==> src/sv/bts_pkg.sv <==
package bts_pkg;

  localparam int unsigned TfW    = 16;
  localparam int unsigned CodeW  = 8;
  localparam int unsigned IdfW   = 21;
  localparam int unsigned K1W    = 16;
  localparam int unsigned BW     = 16;
  localparam int unsigned AvgW   = 24;
  localparam int unsigned ScoreW = 25;
  localparam int unsigned CfgW   = 24;
  localparam int unsigned IdxW   = 2;

  // length-ratio divider: quotient T < 2^24, divisor avgdl
  localparam int unsigned Div1W  = 24;
  // score divider: 25 quotient bits, divisor D up to 33 bits
  localparam int unsigned Div2NW = 25;
  localparam int unsigned Div2DW = 33;

  localparam logic [BW-1:0]     BMax     = 16'd32768;
  localparam logic [AvgW-1:0]   AvgMin   = 24'd256;
  localparam logic [24:0]       OneQ16   = 25'd65536;
  localparam logic [16:0]       OneQ13   = 17'd8192;
  localparam logic [ScoreW-1:0] ScoreMax = 25'h1FFFFFF;

  localparam logic [IdfW-1:0] IdfReset = '0;
  localparam logic [K1W-1:0]  K1Reset  = 16'd9830;
  localparam logic [BW-1:0]   BReset   = 16'd24576;
  localparam logic [AvgW-1:0] AvgReset = 24'd256;

  typedef enum logic [IdxW-1:0] {
    REG_IDF = 2'd0,
    REG_K1  = 2'd1,
    REG_B   = 2'd2,
    REG_AVG = 2'd3
  } reg_idx_e;

endpackage

==> src/sv/bts_core.sv <==
// Arithmetic between the two divider chains: length norm, k1 product, numerator.
module bts_core
  import bts_pkg::*;
(
  input  logic              clk_i,
  input  logic              rst_ni,
  input  logic              en_i,
  input  logic              v_i,
  input  logic [Div1W-1:0]  t_i,
  input  logic [TfW-1:0]    tf_i,
  input  logic [BW-1:0]     bq_i,
  input  logic [K1W-1:0]    k1_i,
  input  logic [IdfW-1:0]   idf_i,
  output logic              v_o,
  output logic [53:0]       p_o,
  output logic [Div2DW-1:0] d_o,
  output logic              zero_o
);

  logic              b_v_q, c_v_q, d_v_q;
  logic [24:0]       b_len_q;
  logic [TfW-1:0]    b_tf_q, c_tf_q;
  logic [27:0]       c_k_q;
  logic [32:0]       c_n_q;
  logic              c_zero_q, d_zero_q;
  logic [53:0]       d_p_q;
  logic [Div2DW-1:0] d_d_q;
  logic [40:0]       kprod;

  assign kprod = 41'(k1_i) * 41'(b_len_q);

  always_ff @(posedge clk_i or negedge rst_ni) begin
    if (!rst_ni) begin
      b_v_q <= 1'b0;
      c_v_q <= 1'b0;
      d_v_q <= 1'b0;
    end else if (en_i) begin
      b_v_q <= v_i;
      c_v_q <= b_v_q;
      d_v_q <= c_v_q;
    end
  end

  always_ff @(posedge clk_i) begin
    if (en_i) begin
      // 1 - b + b*dl/avgdl in Q.16
      b_len_q  <= OneQ16 - 25'({bq_i, 1'b0}) + 25'(t_i);
      b_tf_q   <= tf_i;
      c_k_q    <= kprod[40:13];
      c_n_q    <= 33'(b_tf_q) * 33'(17'(k1_i) + OneQ13);
      c_tf_q   <= b_tf_q;
      c_zero_q <= b_tf_q == '0;
      d_p_q    <= 54'(idf_i) * 54'(c_n_q);
      d_d_q    <= 33'({c_tf_q, 16'd0}) + 33'(c_k_q);
      d_zero_q <= c_zero_q;
    end
  end

  assign v_o    = d_v_q;
  assign p_o    = d_p_q;
  assign d_o    = d_d_q;
  assign zero_o = d_zero_q;

endmodule

==> config.mk <==
export PLATFORM = sky130hd
export DESIGN_NAME = bts_core
export DESIGN_NICKNAME = d
export VERILOG_FILES = /design/src/sv/bts_pkg.sv /design/src/sv/bts_core.sv
export SDC_FILE = /design/constraint.sdc
export NUM_CORES = 2
export LEC_CHECK = 0
export ABC_AREA = 1
export BUFFER_PORTS_ARGS = -buffer_cell sky130_fd_sc_hd__buf_4
export CAP_MARGIN = 20
export CORE_AREA = 2 2 365 367
export CTS_CLUSTER_DIAMETER = 40
export DETAILED_ROUTE_END_ITERATION = 12
export DIE_AREA = 0 0 367 369
export SYNTH_ARGS = -nofsm -noshare
export SYNTH_HDL_FRONTEND = slang
export SYNTH_SLANG_ARGS = --single-unit
==> constraint.sdc <==
create_clock -name clk_i -period 8 [get_ports clk_i]
set_input_delay 0 -clock clk_i [delete_from_list [all_inputs] [get_ports clk_i]]
set_output_delay 0 -clock clk_i [all_outputs]
set_load 0.1 [all_outputs]
==> flow_metrics.tcl <==
set metrics [dict create \
    start_util_pct 42.0 \
    gp_congestion 0.974 \
    yosys_warnings 0 \
    synth_edf_count 207 \
    final_hold_viol_count 8 \
    dpl.hpwl_mm 133 \
    die_x_um 367 \
    cts_resized 0 \
    crit_arrival_ns 7.40 \
    wl_per_cell_um 18.6 \
    min_period_over_period_pct 88.1 \
    cts_buffers 47 \
    cp_max_fo 21 \
    cpMaxStageDelayCell "edfxtp_1" \
    outcome "complete, but fails checks" \
    routed-via-count 43100 \
    path_cells "nand2_1 -> fa_1 -> fa_1 -> fa_1 -> inv_1 -> fa_1 -> fa_1 -> fa_1 -> inv_1 -> fa_1 -> inv_1 -> ha_1 -> nand2_1 -> inv_1 -> nand2_1 -> nand2_1 -> a21oi_1 -> nand2_1 -> nand3_1 -> nand2_1 -> nand2_1 -> nand2_1" \
    ys_ff_latch 210 \
    cts_max_level 2 \
    critPathRequiredTime_ns 8.35 \
    diodes 0 \
    grt_setup_unrepaired "no" \
    port_buffers 185 \
    drt_drc_violations_left 0 \
    cap_violations 0 \
    finalClockSkew_ns 0.0278 \
    grt-ovfl-total 0 \
    drtPass1Iterations 7 \
    syn_area_um2 55000 \
    synth_top_cell_area_share_pct 40.6 \
    ant_nets 0 \
    vias_per_cell 4.91 \
    cp_top_family "adder cells" \
    worst-path-buf-inv 4 \
    worst_slack_ns 0.953 \
    syn_inst 6969 \
    syn_nets 8597 \
    cts-root-buf "clkbuf_16" \
    ys_seq_area_share_pct 11.4 \
    synth_top_area_cell "fa_1" \
    whs_ns -0.0357 \
    critPathKind "reg -> reg" \
    drive_above_1_share_pct 4.54 \
    clockBufferDepth 3 \
    grt_pass1_wl_mm 264 \
    grt_usage_pct 25.0 \
    cts_setup_buffers 0 \
    core_um2 131000 \
    ioPinCount 186 \
    cp_common_cell "nand2_1" \
    yosysUniqueCellTypes 39 \
    fin_setup_tns_ns 0 \
    drt_iter0_drc 2369 \
    nNetsFinal 8608 \
    hold_class "in -> reg" \
    grt_pass1_vias 48700 \
    synth.area.top_cells "fa_1, inv_1, nand2_1" \
    rows 133 \
    synthFlopType "edfxtp_1" \
    finalSetupViolCount 0 \
    insertion_delay_ns 0.63 \
    cts.sinks 210 \
    antenna_found_initial 5 \
    timing.final.crit_period_ns 7.05 \
    slew_headroom_pct 25.1 \
    cts_tree "yes" \
    post-place-ws_ns 1.01 \
    tightest_slew_ns 1.12 \
    cp-end-kind "register" \
    syn_avg_cell_area_um2 7.90 \
    grt_max_degree 118 \
    area_growth_pct 8.75 \
    die_h_um 369 \
    critical_path.max_stage_delay_ns 0.99 \
    cp-start-kind "register" \
    dieArea_um2 135000 \
    violations "negative hold slack" \
    synthArstFlopShare_pct 1.43 \
    fmax_mhz 142 \
    final_max_slew_viol_count 0 \
    clkSlewWorstSetupHoldPaths_ns 0.05 \
    drt_wl_total_mm 163 \
    cts_hold_buf 47 \
]
-- layout by cell type (no fill, tap or decap), types with 6 or more instances in the layout --
cell / count
a21boi_0: 8
a21o_1: 12
a21oi_1: 187
buf_4: 219
clkbuf_16: 47
clkinv_1: 6
clkinv_4: 8
clkinvlp_4: 7
dlygate4sd3_1: 47
edfxtp_1: 207
fa_1: 1115
ha_1: 416
inv_1: 2063
inv_6: 6
nand2_1: 1915
nand2_2: 11
nand3_1: 134
nand4_1: 38
nor2_1: 243
nor3_1: 30
nor4_1: 11
o21a_1: 12
o21ai_0: 94
o21bai_1: 18
xnor2_1: 34
xor2_1: 87
-- sequential cells by signal (all words and copies together), names as in the netlist --
| signal | count |
|---|---|
| p_o | 54 |
| c_n_q | 33 |
| d_o | 33 |
| c_k_q | 28 |
| b_len_q | 25 |
| b_tf_q | 16 |
| c_tf_q | 16 |
| b_v_q | 1 |
| c_v_q | 1 |
| c_zero_q | 1 |
| v_o | 1 |
| zero_o | 1 |
-- final timing paths --
check / start / end / slack, ns / cells after the start
setup reg to reg: c_n_q[14] / p_o[53] / 0.95 / 22
hold / removal: en_i / c_k_q[15] / -0.04 / 1
min in group asynchronous: rst_ni / v_o / 0.25 / 3
max in group asynchronous: rst_ni / b_v_q / 7.61 / 3
hold reg to reg: c_k_q[9] / d_o[9] / 0.41 / 0
setup / recovery: c_n_q[14] / p_o[53] / 0.95 / 22
-- area by class of cell --
class / count / area [um^2]
multi-input combinational: 4390 / 39900
inverter: 2063 / 7740
fill: 13200 / 71300
sequential: 210 / 6290
timing repair buffer: 268 / 2160
clock buffer: 48 / 1180
tap: 1755 / 2200
clock inverter: 40 / 430
-- metrics by stage --
stage          instance area, um^2  utilization, %  cells
3_3_place_gp                 57700            44.0   8638
5_1_grt                      59800            45.6   8774
3_5_place_dp                 57800            44.1   8639
6_report                     59800            45.6   8774
2_1_floorplan                55000               -   6969
4_1_cts                      59800            45.6   8774
-- cell families after synthesis --
family	Yosys count	share of synthesized area (%)
AND/OR/NAND/NOR	2390	17.0
flip-flops	210	11.4
buffers and inverters	2369	16.2
multiplexers	1	0.0205
adder cells (fa/ha/maj)	1531	50.0
XOR/XNOR	121	1.93
AO/OA/AOI/OAI	347	3.45
-- metal layers --
metal  vias up  track usage (%)  routed length [um]
li1      19900                -                   -
met2      1191             47.0               85500
met4         8             10.7                7790
met3       373             2.72                7270
met5         -                0                  51
met1     21600             28.5               62400
-- synthesized netlist by cell type (all sizes together) (2+ instances only) --
library cell     n
xnor2           34
nand4           38
nor3            31
a21o            12
o211ai           3
xor2            87
buf              3
a31oi            5
o21bai          18
nor4            11
a21oi          187
edfxtp         207
fa            1115
clkbuf         303
o21ai           96
a211oi           2
nand3b           2
a21boi          10
o21a            12
inv           2063
o311ai           2
nand2         1926
nand3          134
ha             416
nor2           244
dfrtp            3
-- worst reg2reg max path, stage by stage, from the launching register on --
cell and delay [ns]:
edfxtp_1 0.99, nand2_1 0.19, fa_1 0.57, fa_1 0.54, fa_1 0.52, inv_1 0.05
fa_1 0.56, fa_1 0.44, fa_1 0.56, inv_1 0.07, fa_1 0.48, inv_1 0.04
ha_1 0.38, nand2_1 0.15, inv_1 0.05, nand2_1 0.06, nand2_1 0.07, a21oi_1 0.41
nand2_1 0.30, nand3_1 0.18, nand2_1 0.07, nand2_1 0.05, nand2_1 0.07
Power is left out: the tool's default activity adds up to more than one toggle a clock period on the data nets, which glitch-free logic cannot reach.
