**config.mk**
```make
export PLATFORM = sky130hd
export DESIGN_NAME = bts_out_buf
export DESIGN_NICKNAME = d
export VERILOG_FILES = /design/src/sv/bts_pkg.sv /design/src/sv/bts_out_buf.sv
export SDC_FILE = /design/constraint.sdc
export NUM_CORES = 1
export LEC_CHECK = 0
export BUFFER_PORTS_ARGS = -buffer_cell sky130_fd_sc_hd__buf_2
export CORE_MARGIN = 3
export CORE_UTILIZATION = 36
export DETAILED_ROUTE_END_ITERATION = 8
export PLACE_DENSITY = 0.6
export REMOVE_ABC_BUFFERS = 1
export SLEW_MARGIN = 20
export SYNTH_ARGS = -nofsm -noshare
export SYNTH_HDL_FRONTEND = slang
export SYNTH_SLANG_ARGS = --single-unit
```
**constraint.sdc**
```tcl
create_clock -name clk_i -period 3.75 [get_ports clk_i]
set_clock_uncertainty 0.2 [all_clocks]
set_input_delay 0 -clock clk_i [delete_from_list [all_inputs] [get_ports clk_i]]
set_output_delay 0 -clock clk_i [all_outputs]
set_load 0.02 [all_outputs]
```
**src/sv/bts_pkg.sv**
```systemverilog
package bts_pkg;

  localparam int unsigned TfW    = 16;
  localparam int unsigned CodeW  = 8;
  localparam int unsigned IdfW   = 21;
  localparam int unsigned K1W    = 16;
  localparam int unsigned BW     = 16;
  localparam int unsigned AvgW   = 24;
  localparam int unsigned ScoreW = 25;
  localparam int unsigned CfgW   = 24;
  localparam int unsigned IdxW   = 2;

  // length-ratio divider: quotient T < 2^24, divisor avgdl
  localparam int unsigned Div1W  = 24;
  // score divider: 25 quotient bits, divisor D up to 33 bits
  localparam int unsigned Div2NW = 25;
  localparam int unsigned Div2DW = 33;

  localparam logic [BW-1:0]     BMax     = 16'd32768;
  localparam logic [AvgW-1:0]   AvgMin   = 24'd256;
  localparam logic [24:0]       OneQ16   = 25'd65536;
  localparam logic [16:0]       OneQ13   = 17'd8192;
  localparam logic [ScoreW-1:0] ScoreMax = 25'h1FFFFFF;

  localparam logic [IdfW-1:0] IdfReset = '0;
  localparam logic [K1W-1:0]  K1Reset  = 16'd9830;
  localparam logic [BW-1:0]   BReset   = 16'd24576;
  localparam logic [AvgW-1:0] AvgReset = 24'd256;

  typedef enum logic [IdxW-1:0] {
    REG_IDF = 2'd0,
    REG_K1  = 2'd1,
    REG_B   = 2'd2,
    REG_AVG = 2'd3
  } reg_idx_e;

endpackage

```
**src/sv/bts_out_buf.sv**
```systemverilog
// Output register plus one skid entry; the pipeline freezes only when both are full.
module bts_out_buf
  import bts_pkg::*;
(
  input  logic              clk_i,
  input  logic              rst_ni,
  input  logic              res_v_i,
  input  logic [ScoreW-1:0] res_data_i,
  output logic              en_o,
  output logic              out_v_o,
  input  logic              out_rdy_i,
  output logic [ScoreW-1:0] out_data_o
);

  logic              ov_q, sv_q;
  logic [ScoreW-1:0] out_q, skid_q;
  logic              take;

  assign en_o = !sv_q;
  assign take = res_v_i && !sv_q;

  always_ff @(posedge clk_i or negedge rst_ni) begin
    if (!rst_ni) begin
      ov_q <= 1'b0;
      sv_q <= 1'b0;
    end else if (!ov_q || out_rdy_i) begin
      if (sv_q) begin
        ov_q <= 1'b1;
        sv_q <= 1'b0;
      end else begin
        ov_q <= take;
      end
    end else if (take) begin
      sv_q <= 1'b1;
    end
  end

  always_ff @(posedge clk_i) begin
    if (!ov_q || out_rdy_i) begin
      out_q <= sv_q ? skid_q : res_data_i;
    end else if (take) begin
      skid_q <= res_data_i;
    end
  end

  assign out_v_o    = ov_q;
  assign out_data_o = out_q;

  a_skid_needs_out: assert property (@(posedge clk_i) disable iff (!rst_ni)
    sv_q |-> ov_q) else $error("skid entry held while output empty");
  a_skid_drains: assert property (@(posedge clk_i) disable iff (!rst_ni)
    (sv_q && out_rdy_i) |=> (ov_q && !sv_q)) else $error("skid entry not moved");
  a_skid_kept: assert property (@(posedge clk_i) disable iff (!rst_ni)
    (sv_q && !out_rdy_i) |=> (sv_q && $stable(skid_q))) else $error("skid entry lost");

endmodule

```
==> results of run 1 <==
## critical path, stage by stage, from the launching register on
cell and delay (ns):
dfrtp_1 0.81, buf_4 0.38, mux2_2 0.37
## Yosys cell counts
library cell,n
edfxtp_1,50
mux2_4,17
mux2_2,8
dfrtp_1,2
nor2_1,2
buf_12,1
buf_6,1
buf_8,1
inv_1,1
nand2_1,1
nand2b_1,1
nor3b_1,1
## what timing repair did
action                                  CTS  global route
endpoints found under the setup margin    0             0
endpoints found under the hold margin    54             0
buffers inserted                          0             0
hold buffers                             28             0
## per-layer routing
layer / up-vias / wire, um / track usage
met3: 3 / 224 / 0.0372
li1: 513 / - / -
met2: 34 / 1800 / 0.204
met5: - / 0 / 0
met4: 0 / 19 / 0.0304
met1: 514 / 1330 / 0.125
## power by group
part | switching (uW) | internal [uW] | leakage (uW)
registers | 15.3 | 685 | 0.000503
logic | 83.2 | 84.9 | 0.000523
clock network | 164 | 148 | 0.0000459
## flip-flops by register name (all words and copies together) (netlist names)
register / count
sv_q: 1
skid_q: 25
out_v_o: 1
out_data_o: 25
## metrics by stage
step / cell area [um^2] / utilization
after detailed placement: 2320 / 0.446
after global routing: 2690 / 0.518
after global placement: 2320 / 0.446
after CTS: 2690 / 0.518
final: 2690 / 0.518
after floorplan: 1930 / -
## cells by family after synthesis
logic type / synth area share
and+or+nand+nor: 0.0127
muxes: 0.175
buffers and inverters: 0.0254
DFF: 0.787
## layout make-up
class / count / share of cell area
Multi-Input combinational cell: 30 / 0.139
Clock inverter: 1 / 0.00139
Clock buffer: 7 / 0.0320
Tap cell: 70 / 0.0325
Sequential cell: 52 / 0.576
Inverter: 1 / 0.00139
Timing Repair Buffer: 87 / 0.217
## worst max path at each step
| stage | from | end | slack (ns) |
|---|---|---|---|
| 6_report | sv_q | out_data_o[2] | 1.72 |
| 5_1_grt | sv_q | out_data_o[1] | 1.64 |
| 4_1_cts | sv_q | out_data_o[2] | 1.72 |
| 3_5_place_dp | sv_q | out_data_o[2] | 1.74 |
| 3_3_place_gp | sv_q | out_data_o[1] | 1.79 |
| 2_1_floorplan | out_v_o | skid_q[0] | 0.06 |
## cell usage in the layout, fill, tap and decap left out
cell type / count
nor3b_2: 1
clkinv_1: 1
nand2_1: 1
nor2_1: 2
dfrtp_1: 2
nand2b_1: 1
edfxtp_1: 50
dlygate4sd3_1: 28
mux2_2: 8
clkbuf_1: 1
inv_1: 1
buf_4: 4
clkbuf_8: 6
mux2_4: 17
buf_2: 55
==> results.toml, run 1 <==
[clock_network]
cts-resized-gates = 0
ctsHtreeMaxLevel = 2
root_buffer = "clkbuf_8"
clock_path_buffers = 2
cts_buffers = 5
path_clk_slew_ns = 0.09
cts.sinks = 52
insertion_delay_ns = 0.29
cts_tree = "done"

[worst_setup_path]
critical_path_class = "register to register"
ff2ff_setup_slack_ns = 1.72
crit-reg2reg-launch = "sv_q"
worst-path-max-fanout = 16
r2r_cells = 2
crit_arrival_ns = 1.87
critPathRequiredTime_ns = 3.59
worstSetupStartpointType = "register"
reg2reg_to = "out_data_o[2]"
endpoint_kind = "register"

[final_layout]
layout-drive-gt1-share = 0.511
syn2layout_area_growth_pct = 36.6
nFillCells = 447
regArea_um2 = 1550
diodes = 0
multi_input_area_um2 = 375
fin_nets = 206
stdcell_count = 248

[logic_synthesis]
yosysSeqAreaShare = 0.787
synthDominantCellAreaShare = 0.761
syn_area_um2 = 1970
synth.area.top_cells = "edfxtp_1 76%, mux2_4 13%, mux2_2 4.6%"
syn-instance-count = 86
yosysWarnings = 0
synth.avg_cell_area_um2 = 22.9
synth_cell_types = 12
ys_seq_elements = 52
synth_top_cell_by_area = "edfxtp_1"

[sta]
max_freq_mhz = 493
setup_slack_ns = 1.72
hold_violations = 0
whs_ns = 0.101
rsz0062_at_grt = "no"
setup_tns_ns = 0
max_slew.worst_pin.slew_ns = 0.705
min_period_ns = 2.03
maxSlewHeadroom = 0.530
setup_viol = 0
finalCritPeriodShare = 0.540
slew_viol_final = 0

[floorplan]
rows = 26
die_x_um = 80.0
die_y_um = 80.0
dieArea_um2 = 6400
initial_core_util = 0.379
core_area_um2 = 5200
ios = 56

[global_route]
grt_pass1_vias = 1181
grt_pass1_wl_mm = 5.48
grt_usage = 0.113
grt_start_max_net_pins = 29
grt_overflow_total = 0
antenna_found_initial = 0

[routing]
drtAntennaViolNets = 0
drt_wl_total_mm = 3.38
firstDrtPassIters = 4
viasPerCell = 4.29
drc = 0
routedWlPerCell_um = 13.6
vias = 1064
drt-initial-drc-count = 15

[placement]
place_hpwl_mm = 2.26
globalplace.congestion = 0.642
port_buffers = 55
pre_cts_slack_ns = 1.74
placedCellCount = 212

[pwr]
leakagePower_uw = 0.00107
finalPower_uw = 1180
power.density_nw_per_um2 = 438
peakVddDrop_uv = 259

[flow_run]
drv_cap = 0

[hold_path]
hold_end = "out_v_o"
worstHoldStart = "out_rdy_i"
worstHoldPathType = "input port to register"
hold_path_depth = 4

[run_status]
status = "finished, final reports clean"
Note: power is estimated with default switching activity, not from simulation.
==> run 2: changes to the inputs <==
clock period = 1.65 ns   (was 3.75 ns; I/O delays follow)
==> results.toml, run 2 (synthesis results as in run 1) <==
[clock_network]
insertion_delay_ns = 0.29
cts_hold_buf = 28
cts.sinks = 52
root_buffer = "clkbuf_8"
path_clk_slew_ns = 0.09
cts_tree = "done"
cts_buffers = 5
clock_path_buffers = 2
post-cts-setup-buffers = 0
cts-resized-gates = 0
ctsHtreeMaxLevel = 2

[routing]
top_layer = "met4"
vias = 1086
drc = 0
routedWlPerCell_um = 13.6
drt_wl_total_mm = 3.40
wirelength_met1_mm = 1.36
dr_wl_met3_um = 221
wl_met2_mm = 1.80
drtAntennaViolNets = 0
drt-initial-drc-count = 63
firstDrtPassIters = 3
viasPerCell = 4.34

[worst_setup_path]
reg2reg_to = "out_data_o[2]"
crit_start = "sv_q"
worst-path-max-fanout = 13
worstSetupStartpointType = "register"
crit_chain = "buf_12, mux2_2"
crit-reg2reg-launch = "sv_q"
worst-path-buf-inv = 1
crit_end = "out_data_o[2]"
critPathRequiredTime_ns = 1.50
ff2ff_setup_slack_ns = 0.19
worst-path-stages = 2
critical_path_class = "register to register"
r2r_cells = 2
endpoint_kind = "register"
critPathMaxStageDelay_ns = 0.47
crit_path_top_delay_cell = "dfrtp_1"
cp_top_family = "flip-flops"
crit_arrival_ns = 1.31

[final_layout]
layout-drive-gt1-share = 0.517
final_common_cell = "buf_2"
finish.instance_area_um2 = 2730
syn2layout_area_growth_pct = 38.3
diodes = 0
layout_common_cells = "55 x buf_2, 50 x edfxtp_1, 28 x dlygate4sd3_1"
fin_nets = 208

[global_route]
grt_pass1_vias = 1172
grt_pass1_wl_mm = 5.67
grt_usage = 0.116
grt_start_max_net_pins = 16
grt_overflow_total = 0
antenna_found_initial = 0

[sta]
setup_viol = 0
whs_ns = 0.0716
maxSlewHeadroom = 0.847
rsz0062_at_grt = "no"
finalCritPeriodShare = 0.883
min_period_ns = 1.46
slew_viol_final = 0
max_slew.worst_pin.slew_ns = 0.230
setup_tns_ns = 0
hold_violations = 0
max_freq_mhz = 686

[floorplan]
die_x_um = 80.0
die_y_um = 80.0
initial_core_util = 0.379
core_area_um2 = 5200
dieArea_um2 = 6400
ios = 56
rows = 26

[flow_run]
drv_cap = 0

[placement]
globalplace.congestion = 0.653
dpl-instance-area_um2 = 2360
place_hpwl_mm = 2.39
port_buffers = 55

[run_status]
status = "finished, final reports clean"

[pwr]
peakVddDrop_uv = 602
power.density_nw_per_um2 = 976
leakagePower_uw = 0.00108
finalPower_uw = 2660

[hold_path]
worstHoldPathType = "input port to register"
## run 2: cell types whose count changed in the layout (fill, tap and decap cells not counted), sizes merged
| cell | change |
|---|---|
| clkbuf | -1 |
| buf | +2 |
| clkinvlp | +1 |
## run 2: stage by stage
step / setup WS, ns / util / cells
after floorplan: -2.04 / - / 83
after global placement: 0.223 / 0.454 / 214
after detailed placement: 0.206 / 0.454 / 214
after CTS: 0.193 / 0.524 / 250
after global routing: 0.129 / 0.524 / 250
final: 0.193 / 0.524 / 250
## run 2: area by class of cell
class                   instances  area (um^2)
inverters                       1         3.75
well taps                      70         87.6
multi-input cells              30          375
clock inverters                 2         11.3
clock buffers                   6         72.6
repair buffers                 89          626
flip-flops and latches         52         1550
fillers                       445         2480
## run 2: power breakdown
group | internal [uW] | total [uW] | switching (uW)
combinational | 206 | 408 | 202
clock | 294 | 672 | 378
sequential | 1560 | 1580 | 25.1
## run 2: routing by layer
metal  track usage  vias to the layer above
met3        0.0395                        3
met4        0.0253                        0
met2         0.204                       36
met1         0.138                      528
met5             0                        -
li1              -                      519
## run 2: worst min path at each step
stage / from / end / slack (ns) / cells after the start
after floorplan: rst_ni / out_v_o / -0.50 / 0
after global placement: rst_ni / out_v_o / -0.41 / 1
after detailed placement: rst_ni / out_v_o / -0.41 / 1
after CTS: out_rdy_i / sv_q / 0.07 / 4
after global routing: out_rdy_i / out_v_o / 0.12 / 4
final: out_rdy_i / sv_q / 0.07 / 4
## run 2: worst register-to-register path: cells and delay by family, from the launching register on
family   cells  cell delay (ns)
mux          1             0.35
flops        1             0.47
buf+inv      1             0.20
==> run 3: changes to the inputs <==
CORE_MARGIN = 2   (was 3)
PLACE_DENSITY = default   (was 0.6)
==> results.toml, run 3 (synthesis results as in run 1) <==
[worst_setup_path]
crit_chain = "buf_4, mux2_4"
reg2reg_to = "out_data_o[7]"
worstSetupStartpointType = "register"
critical_path_class = "register to register"
endpoint_kind = "register"
r2r_cells = 2
critPathRequiredTime_ns = 1.50
worst-path-max-fanout = 13
crit_path_top_delay_cell = "dfrtp_1"
ff2ff_setup_slack_ns = 0.16
crit_arrival_ns = 1.33
crit-reg2reg-launch = "sv_q"
cp_top_family = "flip-flops"
worst-path-buf-inv = 1
critPathMaxStageDelay_ns = 0.43

[final_layout]
regArea_um2 = 1550
final_common_cell = "buf_2"
diodes = 0
layout_common_cells = "55 x buf_2, 50 x edfxtp_1, 28 x dlygate4sd3_1"
syn2layout_area_growth_pct = 40.0
nFillCells = 448
layout-drive-gt1-share = 0.525
fin_nets = 207
multi_input_area_um2 = 375

[floorplan]
core_area_um2 = 5200
initial_core_util = 0.379
die_y_um = 78.0
ios = 56
die_x_um = 78.0
rows = 26
dieArea_um2 = 6090

[sta]
setup_viol = 0
hold_violations = 0
setup_slack_ns = 0.164
rsz0062_at_grt = "no"
slew_viol_final = 0
min_period_ns = 1.49
whs_ns = 0.118
finalCritPeriodShare = 0.901
max_slew.worst_pin.slew_ns = 0.358
maxSlewHeadroom = 0.761
max_freq_mhz = 673

[hold_path]
hold_path_depth = 4
hold_end = "skid_q[14]"
worstHoldPathType = "input port to register"
worstHoldStart = "out_rdy_i"

[routing]
viasPerCell = 4.19
routedWlPerCell_um = 12.9
drc = 0
firstDrtPassIters = 3
vias = 1044
drtAntennaViolNets = 0
drt-initial-drc-count = 50
drt_wl_total_mm = 3.22

[clock_network]
path_clk_slew_ns = 0.09
cts.sinks = 52
cts_hold_buf = 28
cts_tree = "done"
clock_path_buffers = 2
root_buffer = "clkbuf_8"
ctsHtreeMaxLevel = 2
post-cts-setup-buffers = 0
cts_buffers = 5
insertion_delay_ns = 0.29
cts-resized-gates = 0

[pwr]
finalPower_uw = 2990
peakVddDrop_uv = 685
power.density_nw_per_um2 = 1080
leakagePower_uw = 0.00110

[global_route]
antenna_found_initial = 0
grt_usage = 0.112
grt_start_max_net_pins = 28
grt_pass1_wl_mm = 5.23
grt_pass1_vias = 1155
grt_overflow_total = 0

[placement]
pre_cts_slack_ns = 0.168
port_buffers = 55
place_hpwl_mm = 2.18
globalplace.congestion = 0.647

[run_status]
status = "finished, final reports clean"

[flow_run]
drv_cap = 0
run 3: cell types whose count changed in the layout (fill, tap and decap cells not counted), sizes merged:
cell / before / now
buf: 61 / 60
bufinv: 0 / 2
clkbuf: 6 / 5
clkinv: 1 / 0
clkinvlp: 1 / 0
inv: 1 / 2
run 3: area by class of cell:
cell class | count | area share
inverters | 1 | 0.00136
clock buffers | 5 | 0.0249
well taps | 70 | 0.0317
multi-input cells | 30 | 0.136
flip-flops and latches | 52 | 0.562
repair buffers | 88 | 0.219
clock inverters | 3 | 0.0249
run 3: worst max-delay path by stage:
| stage | from | to | slack [ns] | cells after the start |
|---|---|---|---|---|
| after floorplan | out_v_o | skid_q[0] | -2.04 | 2 |
| after global placement | sv_q | out_data_o[16] | 0.20 | 2 |
| after detailed placement | sv_q | out_data_o[17] | 0.17 | 2 |
| after CTS | sv_q | out_data_o[7] | 0.15 | 2 |
| after global routing | sv_q | out_data_o[7] | 0.12 | 2 |
| final | sv_q | out_data_o[7] | 0.16 | 2 |
run 3: metrics by stage:
stage	area, um^2	setup TNS (ns)	util	std cells
2_1_floorplan	1930	-57.83	-	83
3_3_place_gp	2340	0	0.450	213
3_5_place_dp	2340	0	0.450	213
4_1_cts	2760	0	0.531	249
5_1_grt	2760	0	0.531	249
6_report	2760	0	0.531	249
run 3: per-layer routing:
layer,wire (um),GRT usage
met2,1770,0.215
met1,1290,0.122
met3,163,0.0345
met4,0,0.0211
met5,0,0
run 3: worst min-delay path, cell delays in order:
cell	delay, ns
buf_2	0.07
nand2b_1	0.13
nor3b_2	0.06
buf_4	0.18
run 3: power breakdown:
group	internal, uW	leakage (uW)	switching [uW]	total [uW]
Sequential	1560	0.000503	23.8	1580
Clock	610	0.0000687	399	1010
Combinational	199	0.000532	198	397
